--- src/hw/rtl/spet_pkg.sv ---
// Shared types and constants of the spindle encoder tracker.
`default_nettype none

package spet_pkg;

    // Fixed field widths of the event and result words and of the configuration port.
    localparam int TICK_W = 32;
    localparam int AVG_W  = 40;
    localparam int PPR_W  = 16;
    localparam int POS_W  = 16;
    localparam int APB_DW = 32;
    localparam int APB_AW = 3;

    // Register map (index of each register in the map).
    localparam logic [0:0] REG_PPR = 1'b0;

    // Reset value of the pulses-per-revolution register.
    localparam logic [PPR_W-1:0] PPR_RESET = 16'd700;

    // Sequencer states, one-hot.
    typedef enum logic [1:0] {
        ST_IDLE = 2'b01,
        ST_DIV  = 2'b10
    } t_state;

endpackage

`default_nettype wire

--- src/hw/rtl/spindle_encoder_tracker_unit.sv ---
// Quadrature encoder position and revolution period tracker, top level.
//
//  Channel   Direction  Handshake                    Payload
//  event     in         i_in_valid / o_in_ready      i_pin_select, i_pin_level, i_tick_us
//  result    out        o_out_valid / i_out_ready    o_counted .. o_zero_time
//  config    in         psel/penable/pwrite/pready   paddr, pwdata, prdata
//
// An event that does not cross zero is taken and its result word is registered
// at the same edge. A zero crossing starts the restoring divider, one quotient
// bit per cycle, and the next event word is taken only once the divider has
// finished that event.
// Synchronous active-low reset clears all tracking state and loads 700 pulses.
// A stalled result word holds the block: no event is taken until it is read.
`default_nettype none

module spindle_encoder_tracker_unit #(
    parameter int COUNT_WIDTH = 16,
    parameter int FRAC_BITS   = 8
) (
    input  wire                                 i_clk,
    input  wire                                 i_rst_n,
    // Event channel
    input  wire                                 i_in_valid,
    output logic                                o_in_ready,
    input  wire                                 i_pin_select,
    input  wire                                 i_pin_level,
    input  wire  [spet_pkg::TICK_W-1:0]         i_tick_us,
    // Result channel
    output logic                                o_out_valid,
    input  wire                                 i_out_ready,
    output logic                                o_counted,
    output logic                                o_is_warming,
    output logic                                o_dir_reversed,
    output logic [spet_pkg::POS_W-1:0]          o_position_count,
    output logic                                o_zero_hit,
    output logic [spet_pkg::AVG_W-1:0]          o_avg_interval,
    output logic [spet_pkg::TICK_W-1:0]         o_zero_time,
    // Configuration port
    input  wire                                 psel,
    input  wire                                 penable,
    input  wire                                 pwrite,
    input  wire  [spet_pkg::APB_AW-1:0]         paddr,
    input  wire  [spet_pkg::APB_DW-1:0]         pwdata,
    output logic [spet_pkg::APB_DW-1:0]         prdata,
    output logic                                pready
);

    localparam int DIV_BITS = spet_pkg::AVG_W + FRAC_BITS;
    localparam int STEP_W   = $clog2(DIV_BITS);
    localparam int CMP_W    = 33;
    localparam int PPR_W    = spet_pkg::PPR_W;
    localparam int TICK_W   = spet_pkg::TICK_W;
    localparam int AVG_W    = spet_pkg::AVG_W;

    // State registers
    spet_pkg::t_state          r_state,      n_state;
    logic [PPR_W-1:0]          r_ppr,        n_ppr;
    logic                      r_prev_valid, n_prev_valid;
    logic                      r_prev_ch,    n_prev_ch;
    logic                      r_warming,    n_warming;
    logic                      r_level_a,    n_level_a;
    logic                      r_level_b,    n_level_b;
    logic                      r_reversed,   n_reversed;
    logic [COUNT_WIDTH-1:0]    r_pulse,      n_pulse;
    logic [TICK_W-1:0]         r_last_edge,  n_last_edge;
    logic [AVG_W-1:0]          r_sum,        n_sum;
    logic [AVG_W-1:0]          r_avg,        n_avg;
    logic [TICK_W-1:0]         r_zero_time,  n_zero_time;
    logic                      r_out_valid,  n_out_valid;
    logic                      r_counted,    n_counted;
    logic                      r_hit,        n_hit;
    // Divider registers: dividend shifts out while quotient shifts in.
    logic [DIV_BITS-1:0]       r_dq,         n_dq;
    logic [PPR_W-1:0]          r_rem,        n_rem;
    logic [STEP_W-1:0]         r_step,       n_step;

    logic                      in_acc;
    logic                      cfg_wr;
    logic [PPR_W-1:0]          ppr_eff;
    logic                      dup;
    logic                      rise_a;
    logic                      dir_rev;
    logic                      lvl_a_nx;
    logic                      lvl_b_nx;
    logic [COUNT_WIDTH-1:0]    cnt_inc;
    logic [COUNT_WIDTH-1:0]    cnt_dec;
    logic [TICK_W-1:0]         delta;
    logic [AVG_W:0]            sum_add;
    logic [PPR_W:0]            rem_sh;
    logic                      rem_ge;
    logic [DIV_BITS-1:0]       dq_step;

    assign in_acc  = i_in_valid && o_in_ready;
    assign cfg_wr  = psel && penable && pwrite && pready;
    assign ppr_eff = (r_ppr == '0) ? PPR_W'(1) : r_ppr;

    // Event decode against the previous channel and the current levels.
    assign dup      = r_prev_valid && (i_pin_select == r_prev_ch);
    assign rise_a   = !i_pin_select && i_pin_level;
    assign lvl_a_nx = i_pin_select ? r_level_a : i_pin_level;
    assign lvl_b_nx = i_pin_select ? i_pin_level : r_level_b;
    always_comb begin
        dir_rev = r_reversed;
        if (rise_a) begin
            if (lvl_b_nx) begin
                dir_rev = 1'b0;
            end
        end else if (i_pin_level) begin
            if (lvl_a_nx) begin
                dir_rev = 1'b1;
            end
        end
    end

    assign cnt_inc = r_pulse + COUNT_WIDTH'(1);
    assign cnt_dec = r_pulse - COUNT_WIDTH'(1);
    assign delta   = i_tick_us - r_last_edge;
    assign sum_add = {1'b0, r_sum} + (AVG_W + 1)'(delta);

    // One restoring division step.
    assign rem_sh  = {r_rem, r_dq[DIV_BITS-1]};
    assign rem_ge  = rem_sh >= {1'b0, ppr_eff};
    assign dq_step = {r_dq[DIV_BITS-2:0], rem_ge};

    // Next-state logic and sequencer.
    always_comb begin
        n_state      = r_state;
        n_ppr        = r_ppr;
        n_prev_valid = r_prev_valid;
        n_prev_ch    = r_prev_ch;
        n_warming    = r_warming;
        n_level_a    = r_level_a;
        n_level_b    = r_level_b;
        n_reversed   = r_reversed;
        n_pulse      = r_pulse;
        n_last_edge  = r_last_edge;
        n_sum        = r_sum;
        n_avg        = r_avg;
        n_zero_time  = r_zero_time;
        n_out_valid  = r_out_valid && !i_out_ready;
        n_counted    = r_counted;
        n_hit        = r_hit;
        n_dq         = r_dq;
        n_rem        = r_rem;
        n_step       = r_step;

        if (cfg_wr && (paddr[2] == spet_pkg::REG_PPR)) begin
            n_ppr = pwdata[PPR_W-1:0];
        end

        case (r_state)
            spet_pkg::ST_IDLE: begin
                if (in_acc) begin
                    n_out_valid = 1'b1;
                    n_counted   = 1'b0;
                    n_hit       = 1'b0;
                    if (!dup) begin
                        n_prev_valid = 1'b1;
                        n_prev_ch    = i_pin_select;
                        if (r_warming) begin
                            if (rise_a) begin
                                n_last_edge = i_tick_us;
                                n_warming   = 1'b0;
                            end
                        end else begin
                            n_level_a  = lvl_a_nx;
                            n_level_b  = lvl_b_nx;
                            n_reversed = dir_rev;
                            if (rise_a) begin
                                n_counted   = 1'b1;
                                n_last_edge = i_tick_us;
                                // Position step with wrap at the revolution boundary.
                                if (dir_rev) begin
                                    n_pulse = cnt_inc;
                                    if (CMP_W'(cnt_inc) == CMP_W'(ppr_eff)) begin
                                        n_hit   = 1'b1;
                                        n_pulse = '0;
                                    end
                                end else begin
                                    n_pulse = cnt_dec;
                                    if ((r_pulse == '0) ||
                                        (CMP_W'(cnt_dec) > CMP_W'(ppr_eff))) begin
                                        n_hit   = 1'b1;
                                        n_pulse = COUNT_WIDTH'(ppr_eff - PPR_W'(1));
                                    end
                                end
                                if (n_hit) begin
                                    // Start the divide on the finished revolution.
                                    n_dq        = DIV_BITS'(r_sum) << FRAC_BITS;
                                    n_rem       = '0;
                                    n_step      = STEP_W'(DIV_BITS - 1);
                                    n_sum       = AVG_W'(delta);
                                    n_zero_time = i_tick_us;
                                    n_out_valid = 1'b0;
                                    n_state     = spet_pkg::ST_DIV;
                                end else begin
                                    n_sum = sum_add[AVG_W] ? '1 : sum_add[AVG_W-1:0];
                                end
                            end
                        end
                    end
                end
            end
            spet_pkg::ST_DIV: begin
                n_dq  = dq_step;
                n_rem = rem_ge ? PPR_W'(rem_sh - {1'b0, ppr_eff}) : rem_sh[PPR_W-1:0];
                if (r_step == '0) begin
                    // Last quotient bit: saturate to the result width and publish.
                    n_avg       = ((dq_step >> AVG_W) != '0) ? '1 : dq_step[AVG_W-1:0];
                    n_out_valid = 1'b1;
                    n_state     = spet_pkg::ST_IDLE;
                end else begin
                    n_step = r_step - STEP_W'(1);
                end
            end
            default: begin
                n_state = spet_pkg::ST_IDLE;
            end
        endcase
    end

    // Control registers with reset.
    always_ff @(posedge i_clk) begin
        if (!i_rst_n) begin
            r_state      <= spet_pkg::ST_IDLE;
            r_ppr        <= spet_pkg::PPR_RESET;
            r_prev_valid <= 1'b0;
            r_prev_ch    <= 1'b0;
            r_warming    <= 1'b1;
            r_level_a    <= 1'b0;
            r_level_b    <= 1'b0;
            r_reversed   <= 1'b0;
            r_pulse      <= '0;
            r_last_edge  <= '0;
            r_sum        <= '0;
            r_avg        <= '0;
            r_zero_time  <= '0;
            r_out_valid  <= 1'b0;
            r_counted    <= 1'b0;
            r_hit        <= 1'b0;
        end else begin
            r_state      <= n_state;
            r_ppr        <= n_ppr;
            r_prev_valid <= n_prev_valid;
            r_prev_ch    <= n_prev_ch;
            r_warming    <= n_warming;
            r_level_a    <= n_level_a;
            r_level_b    <= n_level_b;
            r_reversed   <= n_reversed;
            r_pulse      <= n_pulse;
            r_last_edge  <= n_last_edge;
            r_sum        <= n_sum;
            r_avg        <= n_avg;
            r_zero_time  <= n_zero_time;
            r_out_valid  <= n_out_valid;
            r_counted    <= n_counted;
            r_hit        <= n_hit;
        end
    end

    // Divider datapath registers.
    always_ff @(posedge i_clk) begin
        r_dq   <= n_dq;
        r_rem  <= n_rem;
        r_step <= n_step;
    end

    // Ports. Tracking state only changes when a new word is taken.
    assign o_in_ready       = (r_state == spet_pkg::ST_IDLE) && (!r_out_valid || i_out_ready);
    assign o_out_valid      = r_out_valid;
    assign o_counted        = r_counted;
    assign o_is_warming     = r_warming;
    assign o_dir_reversed   = r_reversed;
    assign o_position_count = spet_pkg::POS_W'(r_pulse);
    assign o_zero_hit       = r_hit;
    assign o_avg_interval   = r_avg;
    assign o_zero_time      = r_zero_time;
    assign pready           = 1'b1;
    assign prdata           = (paddr[2] == spet_pkg::REG_PPR) ?
                              spet_pkg::APB_DW'(r_ppr) : '0;

    // Checks on the sequencer and result word.
    a_div_no_out: assert property (@(posedge i_clk) disable iff (!i_rst_n)
        (r_state == spet_pkg::ST_DIV) |-> !o_out_valid)
        else $error("result word valid while the divider runs");

    a_hit_counted: assert property (@(posedge i_clk) disable iff (!i_rst_n)
        (o_out_valid && o_zero_hit) |-> o_counted)
        else $error("zero crossing reported on an uncounted event");

    a_hit_starts_div: assert property (@(posedge i_clk) disable iff (!i_rst_n)
        (in_acc && n_hit) |=> (r_state == spet_pkg::ST_DIV))
        else $error("zero crossing did not start the divider");

    a_div_ends: assert property (@(posedge i_clk) disable iff (!i_rst_n)
        ((r_state == spet_pkg::ST_DIV) && (r_step == '0)) |=>
        (o_out_valid && (r_state == spet_pkg::ST_IDLE)))
        else $error("divider finished without publishing a result word");

endmodule

`default_nettype wire
--- config.mk ---
export PLATFORM = sky130hd
export DESIGN_NAME = spindle_encoder_tracker_unit
export DESIGN_NICKNAME = d
export VERILOG_FILES = /design/src/hw/rtl/spet_pkg.sv /design/src/hw/rtl/spindle_encoder_tracker_unit.sv
export SDC_FILE = /design/constraint.sdc
export NUM_CORES = 1
export LEC_CHECK = 0
export CORE_ASPECT_RATIO = 0.75
export CORE_MARGIN = 2
export CORE_UTILIZATION = 65
export CTS_BUF_LIST = sky130_fd_sc_hd__clkbuf_8
export DETAILED_ROUTE_END_ITERATION = 8
export DONT_BUFFER_PORTS = 1
export GPL_TIMING_DRIVEN = 1
export PLACE_DENSITY = 0.77
export SLEW_MARGIN = 15
export SYNTH_ARGS = -nofsm -noshare
export SYNTH_HDL_FRONTEND = slang
export SYNTH_SLANG_ARGS = --single-unit
export TNS_END_PERCENT = 1
--- constraint.sdc ---
create_clock -name i_clk -period 8.3 [get_ports i_clk]
set_clock_uncertainty 0.1 [all_clocks]
set_input_delay 0.83 -clock i_clk [delete_from_list [all_inputs] [get_ports i_clk]]
set_output_delay 0.83 -clock i_clk [all_outputs]
set_load 0.01 [all_outputs]
# Word-level counts from Yosys, hierarchy flattened
# Cells that the tools add are included.
[classes]
addsub = 7
order_cmp = 2
n_eq_ne = 11
n_mux = 64
bitwise = 3
n_reduce_logical = 28
[ops]
columns = ["op", "n"]
rows = [
  ["two-way mux 48 bit", 5],
  ["two-way mux 16 bit", 11],
  ["two-way mux 40 bit", 3],
  ["case mux 48 bit (2 select lines)", 1],
  ["nonzero test 48 bit", 1],
  ["adder 40 x 32 -> 41 bit", 1],
  ["two-way mux 6 bit", 6],
  ["logical NOT 16 bit", 2],
  ["case mux 16 bit (2 select lines)", 1],
  ["subtractor 16 x 1 -> 16 bit, second input constant", 2],
  ["subtractor 32 bit", 1],
  ["two-way mux 1 bit", 28],
  ["AND reduction 6 bit", 3],
  ["greater-or-equal comparator 17 x 16 -> 1 bit", 1],
  ["adder 16 x 1 -> 16 bit, second input constant", 1],
  ["equality test 16 bit", 1],
  ["> comparator 16 bit", 1],
  ["subtractor 16 bit", 1],
  ["!= test 2 bit, second input constant", 7],
  ["two-way mux 2 bit", 6],
  ["case mux 6 bit (2 select lines)", 1],
  ["logical AND 1 bit", 8],
  ["AND reduction 4 bit", 2],
  ["AND reduction 7 bit", 1],
  ["other kinds (14)", 20],
]
[word_totals]
regBits = 257
in_bits = 76
out_inout_bits = 127
word_cells = 134

# Logic depth before layout (Yosys ltp)
# Gate-level depths: netlist of run 1.
[logic_depth]
depth_word = 17
depth_mapped = 25
ltp_nobuf = 23

# Worst setup path after synthesis of run 1
# Ideal clock, no wire load.
[synth_timing]
path_type = "register to register"
start = "reg r_pulse[6], in the netlist o_position_count[6]"
end = "reg r_dq[0] (enable)"
setup_ns = 1.045
arrival_ns = 5.672
required_time_ns = 7.155
slack_ns = 1.483
stages_incl_launch_ff = 18
path_buffers = 3
period_less_slack_ns = 6.817
path_cell_list = "dfxtp_1 -> buf_2 -> or4_1 -> or3_1 -> or4_1 -> nor3_1 -> xor2_1 -> ha_1 -> nand4_1 -> a2111oi_0 -> a211oi_1 -> a21oi_1 -> nor2_1 -> buf_4 -> a21oi_4 -> nand2_1 -> buf_2 -> o21ai_0"
[synth_between]
elab_chain_len = 12
word_cells_on_any_way = 16
cone_classes = "add/sub (2); order compare (1); eq/ne (2); mux (8); reduce/logical (3)"
[synth_rtl]
columns = ["element", "line_no", "text"]
rows = [
  ["from (decl)", "spindle_encoder_tracker_unit.sv:64", "logic [COUNT_WIDTH-1:0] r_pulse, n_pulse;"],
  ["from (signal assigned)", "spindle_encoder_tracker_unit.sv:250", "r_pulse <= n_pulse;"],
  ["subtractor 16 x 1 -> 16 bit", "spindle_encoder_tracker_unit.sv:116", "assign cnt_dec = r_pulse - COUNT_WIDTH'(1);"],
  ["> comparator 16 bit", "spindle_encoder_tracker_unit.sv:182", "(CMP_W'(cnt_dec) > CMP_W'(ppr_eff))) begin"],
  ["logical OR 1 bit", "spindle_encoder_tracker_unit.sv:181", "if ((r_pulse == '0) ||"],
  ["two-way mux 1 bit", "spindle_encoder_tracker_unit.sv:181", ""],
  ["two-way mux 1 bit (*)", "spindle_encoder_tracker_unit.sv:173", "if (dir_rev) begin"],
  ["two-way mux 1 bit (*)", "spindle_encoder_tracker_unit.sv:169", "if (rise_a) begin"],
  ["two-way mux 1 bit (*)", "spindle_encoder_tracker_unit.sv:160", "if (r_warming) begin"],
  ["two-way mux 1 bit (*)", "spindle_encoder_tracker_unit.sv:157", "if (!dup) begin"],
  ["two-way mux 1 bit (*)", "spindle_encoder_tracker_unit.sv:153", "if (in_acc) begin"],
  ["two-way mux 1 bit (*)", "spindle_encoder_tracker_unit.sv:151", "case (r_state)"],
  ["!= test 2 bit (no source line) (*)", "-", ""],
  ["AND reduction 6 bit (no source line) (*)", "-", ""],
  ["to (signal assigned)", "spindle_encoder_tracker_unit.sv:263", "r_dq <= n_dq;"],
  ["to (decl)", "spindle_encoder_tracker_unit.sv:73", "logic [DIV_BITS-1:0] r_dq, n_dq;"],
]
# Mark *: on every way between the ends. The rest lies on a longest branch, timed or not. The select of a mux whose other input is x is not followed.
# A chain may end at the register's enable or synchronous reset.

# Worst setup path after layout of run 1
[layout_timing]
start = "reg r_last_edge[0]"
end = "reg r_sum[15]"
[layout_between]
elab_chain_len = 4
[layout_rtl]
columns = ["element", "line_no", "text"]
rows = [
  ["from (decl)", "spindle_encoder_tracker_unit.sv:65", "logic [TICK_W-1:0] r_last_edge, n_last_edge;"],
  ["from (signal assigned)", "spindle_encoder_tracker_unit.sv:251", "r_last_edge <= n_last_edge;"],
  ["subtractor 32 bit (*)", "spindle_encoder_tracker_unit.sv:117", "assign delta = i_tick_us - r_last_edge;"],
  ["adder 40 x 32 -> 41 bit", "spindle_encoder_tracker_unit.sv:118", "assign sum_add = {1'b0, r_sum} + (AVG_W + 1)'(delta);"],
  ["two-way mux 40 bit", "spindle_encoder_tracker_unit.sv:197", "n_sum = sum_add[AVG_W] ? '1 : sum_add[AVG_W-1:0];"],
  ["two-way mux 40 bit (*)", "spindle_encoder_tracker_unit.sv:187", "if (n_hit) begin"],
  ["to (signal assigned)", "spindle_encoder_tracker_unit.sv:252", "r_sum <= n_sum;"],
  ["to (decl)", "spindle_encoder_tracker_unit.sv:66", "logic [AVG_W-1:0] r_sum, n_sum;"],
]
# Mark *: on every way between the ends. The rest lies on a longest branch, timed or not.

==> results of run 1 <==
-- metal layers --
metal,wire length [um],up-vias
met4,553,2
met1,20700,6618
li1,-,6803
met3,4860,58
met5,13,-
met2,16800,616
-- report_power, final --
group	internal (W)	switching (W)	total [W]
combinational	0.000138	0.000238	0.000376
clock	0.000599	0.000536	0.00114
sequential	0.00129	0.0000127	0.00131
-- path summary, 6_finish.rpt --
kind / start / to / slack [ps] / depth (start not counted)
setup / recovery: r_last_edge[0] / r_sum[15] / 2240 / 22
setup reg to reg: r_last_edge[0] / r_sum[15] / 2240 / 22
hold reg to reg: r_last_edge[20] / r_last_edge[20] / 350 / 2
hold / removal: i_rst_n / o_is_warming / 280 / 1
-- logic make-up after synthesis --
logic type | synth area share, %
AO/OA/AOI/OAI | 21.8
XOR/XNOR | 6.22
adder cells (fa/ha/maj) | 8.64
buffers and inverters | 5.76
flip-flops | 35.8
multiplexers | 3.89
other | 0.0460
AND/OR/NAND/NOR | 17.9
-- critical path: stages, from the launching register on --
cell,delay [ps]
sky130_fd_sc_hd__dfxtp_1,340
sky130_fd_sc_hd__ha_1,160
sky130_fd_sc_hd__inv_1,50
sky130_fd_sc_hd__fa_1,420
sky130_fd_sc_hd__a211oi_1,320
sky130_fd_sc_hd__o211ai_1,140
sky130_fd_sc_hd__a21o_1,260
sky130_fd_sc_hd__a211o_1,330
sky130_fd_sc_hd__a221oi_1,480
sky130_fd_sc_hd__o41ai_1,200
sky130_fd_sc_hd__nor2_1,140
sky130_fd_sc_hd__xnor2_1,120
sky130_fd_sc_hd__ha_1,450
sky130_fd_sc_hd__nand4_1,160
sky130_fd_sc_hd__or4_1,530
sky130_fd_sc_hd__a211oi_1,210
sky130_fd_sc_hd__a21boi_1,260
sky130_fd_sc_hd__o31ai_1,140
sky130_fd_sc_hd__o21a_1,310
sky130_fd_sc_hd__or2_2,460
sky130_fd_sc_hd__nand3_1,140
sky130_fd_sc_hd__o211ai_1,100
sky130_fd_sc_hd__a21oi_1,170
-- layout make-up --
class | count | area (sq um) | share of cell area (%)
Multi-Input combinational cell | 1467 | 9630 | 56.1
Sequential cell | 257 | 5850 | 34.0
Clock buffer | 51 | 702 | 4.09
Tap cell | 338 | 423 | 2.46
Inverter | 82 | 310 | 1.81
Clock inverter | 24 | 161 | 0.939
Timing Repair Buffer | 14 | 105 | 0.612
-- through the flow --
stage / util [%] / instances / power [W]
final: 69.2 / 2233 / 0.00282
after detailed placement: 65.7 / 2158 / 0.00170
after CTS: 69.2 / 2233 / 0.00283
after global placement: 65.7 / 2158 / 0.00169
after global routing: 69.2 / 2233 / 0.00293
after floorplan: - / 1939 / 0.00163
-- registers in the layout, indices dropped and copies added, names as in the netlist --
register          cells
o_out_valid           1
o_dir_reversed        1
o_counted             1
r_dq                 48
r_prev_ch             1
r_state               2
r_last_edge          32
r_level_a             1
o_zero_time          32
o_avg_interval       40
r_step                6
o_position_count     16
o_zero_hit            1
o_is_warming          1
r_ppr                16
r_prev_valid          1
r_rem                16
r_sum                40
r_level_b             1
-- cell usage in the layout (no fill, tap or decap), drive strengths merged, types with 31 or more instances in the layout --
cell type,count
nand2,274
a21oi,200
dfxtp,187
nor2,126
ha,108
o21ai,96
inv,87
xnor2,72
edfxtp,70
clkbuf,51
xor2,44
nand3,42
mux2,41
o221a,41
nor3,38
a21o,31
==> results, run 1 <==
- The top-level I/O count is 203.
- The minimum setup slack in the final design is 2240 ps.
- The launching element type of the critical path is a register.
- The number of fill cells in the layout is 2,027.
- The instance count of the mapped netlist is 1,924.
- The routability-driven placement congestion ratio is 0.950.
- The number of nets in the layout is 2,050.
- The post-synthesis cell area is 0.0163 sq mm.
- The total number of clock tree sinks is 257.
- The detailed router finished its first iteration with 1,325 violations.
- The clock passes through at most 3 buffers.
- The count of nets left with antenna violations after detail routing is 0.
- The core area is 0.0248 sq mm.
- The leakage power total is 6.27 nW.
- In the synthesized netlist the async set-or-reset flop fraction comes to 0%.
- The count of flip-flops with a built-in enable after synthesis is 70.
- The H-tree level count is 2.
- The global routing met1 resource utilization is 48.9%.
- The maximum resistive drop on vdd is 0.116 mV.
- The finished cells cover 0.0172 sq mm.
- The slew of the pin with the lowest slew margin is 908 ps.
- The number of remaining DRC errors is 0.
- The category of the most critical setup path is reg2reg.
- The starting utilization of the core area is 65.8%.
- The floorplan step defined a die boundary enclosing 0.0264 sq mm.
- The via count of the first global-routing pass is 12,800.
- The repair_antennas step left the layout with diodes totalling 0.
- The leading cell type by number of instances after synthesis is sky130_fd_sc_hd__nand2_1.
- The max-capacitance violation count is 0.
- The global-route wire length before repair is 67.7 mm.
- The vertical die dimension is 141 um.
- Dividing the synthesized area by the synthesized cell count gives 8.49 sq um.
- In this run, post-CTS hold repair placed 0 buffers.
- The dominant cell type by area after synthesis is sky130_fd_sc_hd__dfxtp_1.
- The floorplan has 50 rows.
- During synthesis, Yosys emitted a total of 0 warnings.
- The final setup violation count is 0.
- The post-placement worst setup slack is 1790 ps.
- The required time of the critical path is 8680 ps.
- The placed instance area is 0.0163 sq mm.
- Counting flops and latches in the post-synthesis netlist gives 257.
- By count the netlist is led by 274 x sky130_fd_sc_hd__nand2_1, 199 x sky130_fd_sc_hd__a21oi_1, 187 x sky130_fd_sc_hd__dfxtp_1.
- The area share of the leading cell type in the synthesized netlist is 22.9%.
- For this run, the leading register cell type out of synthesis is sky130_fd_sc_hd__dfxtp_1.
- The number of vias per cell is 6.31.
- The clock transition at the registers of the reported paths is 70 ps.
- The smallest clock period supported by the final layout is computed as 6060 ps.
- Across all hold checks on the routed design, the worst slack comes to 282 ps.
- The number of search-and-repair iterations in the first detailed-routing pass is 5.
- The signed area change from the synthesized netlist to the final layout is 5.21%.
- In this run the horizontal extent of the chip is 187 um.
- The max-slew violation count is 0.
- The routed via count is 14,100.
- After synthesis, the netlist uses 90 different library cells.
- The final hold violation count is 0.
- The number of antenna violations at the first check in global routing is 1.
- The residual overflow from global routing is 0.
- The type of the tightest min-delay check is in2reg.
- The type of destination of the critical path is a register.
- In this run the most used layer during global routing was met1.
- Post-CTS timing repair inserted 0 buffers for setup.
- Setup repair after global routing left no endpoint under its margin.
- The clock latency at the later pin of the worst-skew pair is 560 ps.
- In the post-synthesis netlist, the biggest area contributors are sky130_fd_sc_hd__dfxtp_1 23%, sky130_fd_sc_hd__edfxtp_1 13%, sky130_fd_sc_hd__ha_1 8.3%.
- The number of buffers added by the clock tree synthesis step is 41.
- TritonCTS built the clock tree.
- For this run, global-route usage on met2 was measured as 43.6%.
- The power density normalized to cell area is 164 mW/mm^2.
- For this run, the register share of the synthesized area comes to 35.8%.
- In this run the tool buffered the top-level ports with 0 buffer cells.
- The highest attainable clock frequency is 0.165 GHz.
- Wires add up to 43.0 mm.
- The ratio of final minimum period to clock period is 73.0%.
- Headroom to the max-slew limit came out at 39.3%.
- The cell sitting at the root of the clock tree is a sky130_fd_sc_hd__clkbuf_8.
- The flow ran to the end, and the final reports show no timing, DRC or antenna violations.
- The number of resized instances in the post-cts repair step is 0.
- The detail-routed net length per standard cell is 19.2 um.
- Summed over all failing endpoints, the final setup total negative slack is 0 ps.
- In the global route stage, overall resource usage came out at 31.5%.
- The fraction of layout cells with a size suffix above 1 is 10.1%.
- The data arrival time of the critical path is 6450 ps.
- Entering global routing, the biggest net connects 70 pins.
- The HPWL reported at the end of detailed placement is 30.8 mm.
- The maximum fanout along the worst path is 9.
- The fraction of met3 tracks used by global routing is 8.36%.
Note: power is estimated with default switching activity, not from simulation.
==> inputs of run 2 (changes only) <==
CORE_UTILIZATION = 60   (was 65)
PLACE_DENSITY = 0.75   (was 0.77)
clock period = 4.9 ns   (was 8.3 ns; I/O delays follow)
==> run 2 against run 1 <==
  * The run now ends with negative setup slack left
  * Clock-buffer cell count is 5 lower
  * Combinational power is 120% higher
  * Flip-flop and latch count stayed put
  * Global-route usage is 2.0 points higher
  * Via count is 8.3% higher
  * Final area is 13% higher
  * Sequential power is 69% higher
  * Critical endpoint is now r_sum[17]
==> results, run 2 (same netlist as run 1, synthesis figures left out) <==
- The flow ran to the end, but the final reports show violations.
- The final reports fail on negative setup slack.
- The maximum resistive drop on vdd is 0.190 mV.
- In this run the clock root is driven by a sky130_fd_sc_hd__clkbuf_8.
- The worst pin sits at a relative slew slack of 40.8%.
- The sequential cells in the finished layout cover a total of 0.00585 sq mm.
- The detail-routed net length per standard cell is 19.8 um.
- In this run the worst path has a maximum fanout of 9.
- By startpoint and endpoint, the worst setup path is classified as reg2reg.
- The net count of the finished layout is 2,262.
- After global routing the overflow that remains totals 0.
- Leaving out fill and tap cells, the most frequent cell in the layout is sky130_fd_sc_hd__nand2_1.
- The critical path's slowest cell is sky130_fd_sc_hd__or4_4.
- The final cell utilization of the core is 72.0%.
- The clock reaches the later pin of the worst-skew pair after 590 ps.
- After filler insertion, the fill cell instance count of the layout stands at 2,098.
- The die is 195 um wide.
- The signed area change from the synthesized netlist to the final layout is 18.5%.
- The number of antenna violations at the first check in global routing is 1.
- Power spread over the standard cell area amounts to 262 mW/mm^2.
- The count of nets left with antenna violations after detail routing is 0.
- Setup repair after global routing could not meet its margin everywhere.
- At the end of routability-driven placement, the weighted congestion stood at 1.00.
- In the routed layout, each cell is associated on average with a via count of 6.21.
- The design draws 0.00508 W.
- The area of the multi-input gates is 0.00981 sq mm.
- After layout, the worst setup slack is -131 ps.
- For the finished layout, the period the worst path requires is 5030 ps.
- The area of the die is 0.0286 sq mm.
- The detailed router's first-iteration violation count is 1,597.
- The worst hold path passes through 2 cells.
- The HPWL reported at the end of detailed placement is 33.1 mm.
- The wire length after detailed routing is 48.7 mm.
- The max-slew violation count came to 0.
- The maximum single-stage delay on the critical path is 450 ps.
- For the pin with the worst max-slew slack, the measured transition is 885 ps.
- The via count of the first global-routing pass is 14,400.
- The critical path goes through ha_1 > inv_1 > fa_2 > a211oi_2 > o211ai_1 > a21o_1 > a211o_1 > a221oi_4 > o41ai_2 > nor2_1 > xnor2_1 > ha_1 > nand4_1 > or4_4 > a211oi_1 > a21boi_2 > o31ai_4 > o21a_2 > or2_4 > a31o_1 > a21oi_1.
- In the routed design, unresolved DRC markers number 0.
- The global-route wire length before repair is 77.4 mm.
- The TritonCTS clock tree is done.
- The vertical die dimension is 147 um.
- The clock transition at the registers of the reported paths is 70 ps.
- In the layout the commonest cells are 272 x sky130_fd_sc_hd__nand2_1, 197 x sky130_fd_sc_hd__a21oi_1, 186 x sky130_fd_sc_hd__dfxtp_1.
- The number of buffers and inverters on the critical path is 1.
- The highest attainable clock frequency is 0.199 GHz.
- The post-route netlist has 16.2% of its cells at a drive strength greater than 1.
- The number of antenna repair diodes is 0.
- Counting along the longest clock path gives a buffer depth of 3.
- The top-level I/O count is 203.
- Port buffering added 0 buffers.
- The most flop-heavy register is r_dq.
- The total number of clock tree sinks is 257.
- The number of flip-flops in the largest register is 48.
- The smallest hold slack is 40.5 ps.
- The most repeated library cell on the critical path is sky130_fd_sc_hd__ha_1.
- The routed via count is 15,300.
- In the global route stage, overall resource usage came out at 33.5%.
- CTS built an H-tree with a depth of 2.
- The gate family responsible for the most delay along the worst path is compound AO/OA/AOI/OAI gates.
- Setup violations remaining at the end of the flow were counted as 39.
- The max-capacitance violation count is 0.
- The count of standard-cell rows is 52.
- For the worst setup path, the data required time is 5310 ps.
- The leakage power total is 7.42 nW.
- The number of search-and-repair iterations in the first detailed-routing pass is 6.
- The number of buffers added by the clock tree synthesis step is 40.
- The final hold violation count came to 0.
- The data arrival time of the critical path is 5440 ps.
- The worst setup path is launched from a register.
- The initial utilization of the core area, before any placement, comes to 60.8%.
- STA classifies the critical path endpoint as a register.
- The pin count of the biggest net entering global routing is 72.
- The core area is 0.0269 sq mm.
- The type of the tightest min-delay check is in2reg.
- The critical path crosses 21 cells after its start point.
- Counting cells, the worst reg-to-reg path comes to 21.
- The ratio of final minimum period to clock period is 103%.
[run 2: cell types whose count changed in the layout (fill, tap and decap cells not counted), moves of 3 or more]
cell,before,now
sky130_fd_sc_hd__or4_1,6,3
sky130_fd_sc_hd__inv_1,82,87
sky130_fd_sc_hd__o21ai_1,6,10
sky130_fd_sc_hd__buf_4,14,127
sky130_fd_sc_hd__nor3_2,0,3
sky130_fd_sc_hd__clkbuf_8,51,46
sky130_fd_sc_hd__buf_12,0,9
sky130_fd_sc_hd__bufinv_16,1,5
sky130_fd_sc_hd__o21ai_0,89,85
sky130_fd_sc_hd__nor3_1,38,35
sky130_fd_sc_hd__dlygate4sd3_1,0,89
sky130_fd_sc_hd__clkinv_1,9,4
sky130_fd_sc_hd__or4_4,2,5
[run 2: power breakdown]
| group | internal, W | switching, W |
|---|---|---|
| clock | 0.00114 | 0.000922 |
| combinational | 0.000353 | 0.000458 |
| sequential | 0.00219 | 0.0000186 |
| total | 0.00368 | 0.00140 |
[run 2: timing repair]
item / in CTS / in global routing
endpoints found under the hold margin: 134 / 0
gates cloned: 1 / 0
gates resized for setup: 12 / 23
buffers inserted: 13 / 1
endpoints found under the setup margin: 92 / 148
pin swaps: 8 / 18
hold buffers: 89 / 0
[run 2: area by class of cell]
class	count	area share (%)
multi-input combinational	1467	50.7
clock buffer	46	3.27
clock inverter	27	1.39
sequential	257	30.2
timing repair buffer	227	10.6
inverter	82	1.60
tap	351	2.27
[run 2: final timing paths]
kind                                       from              end  slack [ps]
worst max-delay path             r_last_edge[0]        r_sum[17]        -130
worst min register to register  r_last_edge[23]  r_last_edge[23]         360
worst min-delay path                i_out_ready      o_out_valid          40
worst max register to register   r_last_edge[0]        r_sum[17]        -130
[run 2: layer usage]
layer	up-vias	wire length, um	global-route usage [%]	part of all wire (%)
met5	-	0	0	0
met2	757	19700	48.0	41
met3	74	5840	10.2	12
met4	0	714	8.46	1.5
li1	7235	-	-	-
met1	7199	22400	49.1	46
[run 2: per-stage QoR]
stage | std cells | setup WS [ps] | TNS, ps | instance area (sq um)
3_3_place_gp | 2280 | -357 | -12360 | 17300
4_1_cts | 2456 | -2.18 | -2.18 | 19200
2_1_floorplan | 1939 | -281 | -6610 | 16500
3_5_place_dp | 2280 | -415 | -15330 | 17300
6_report | 2457 | -131 | -2780 | 19400
5_1_grt | 2457 | -381 | -12340 | 19400
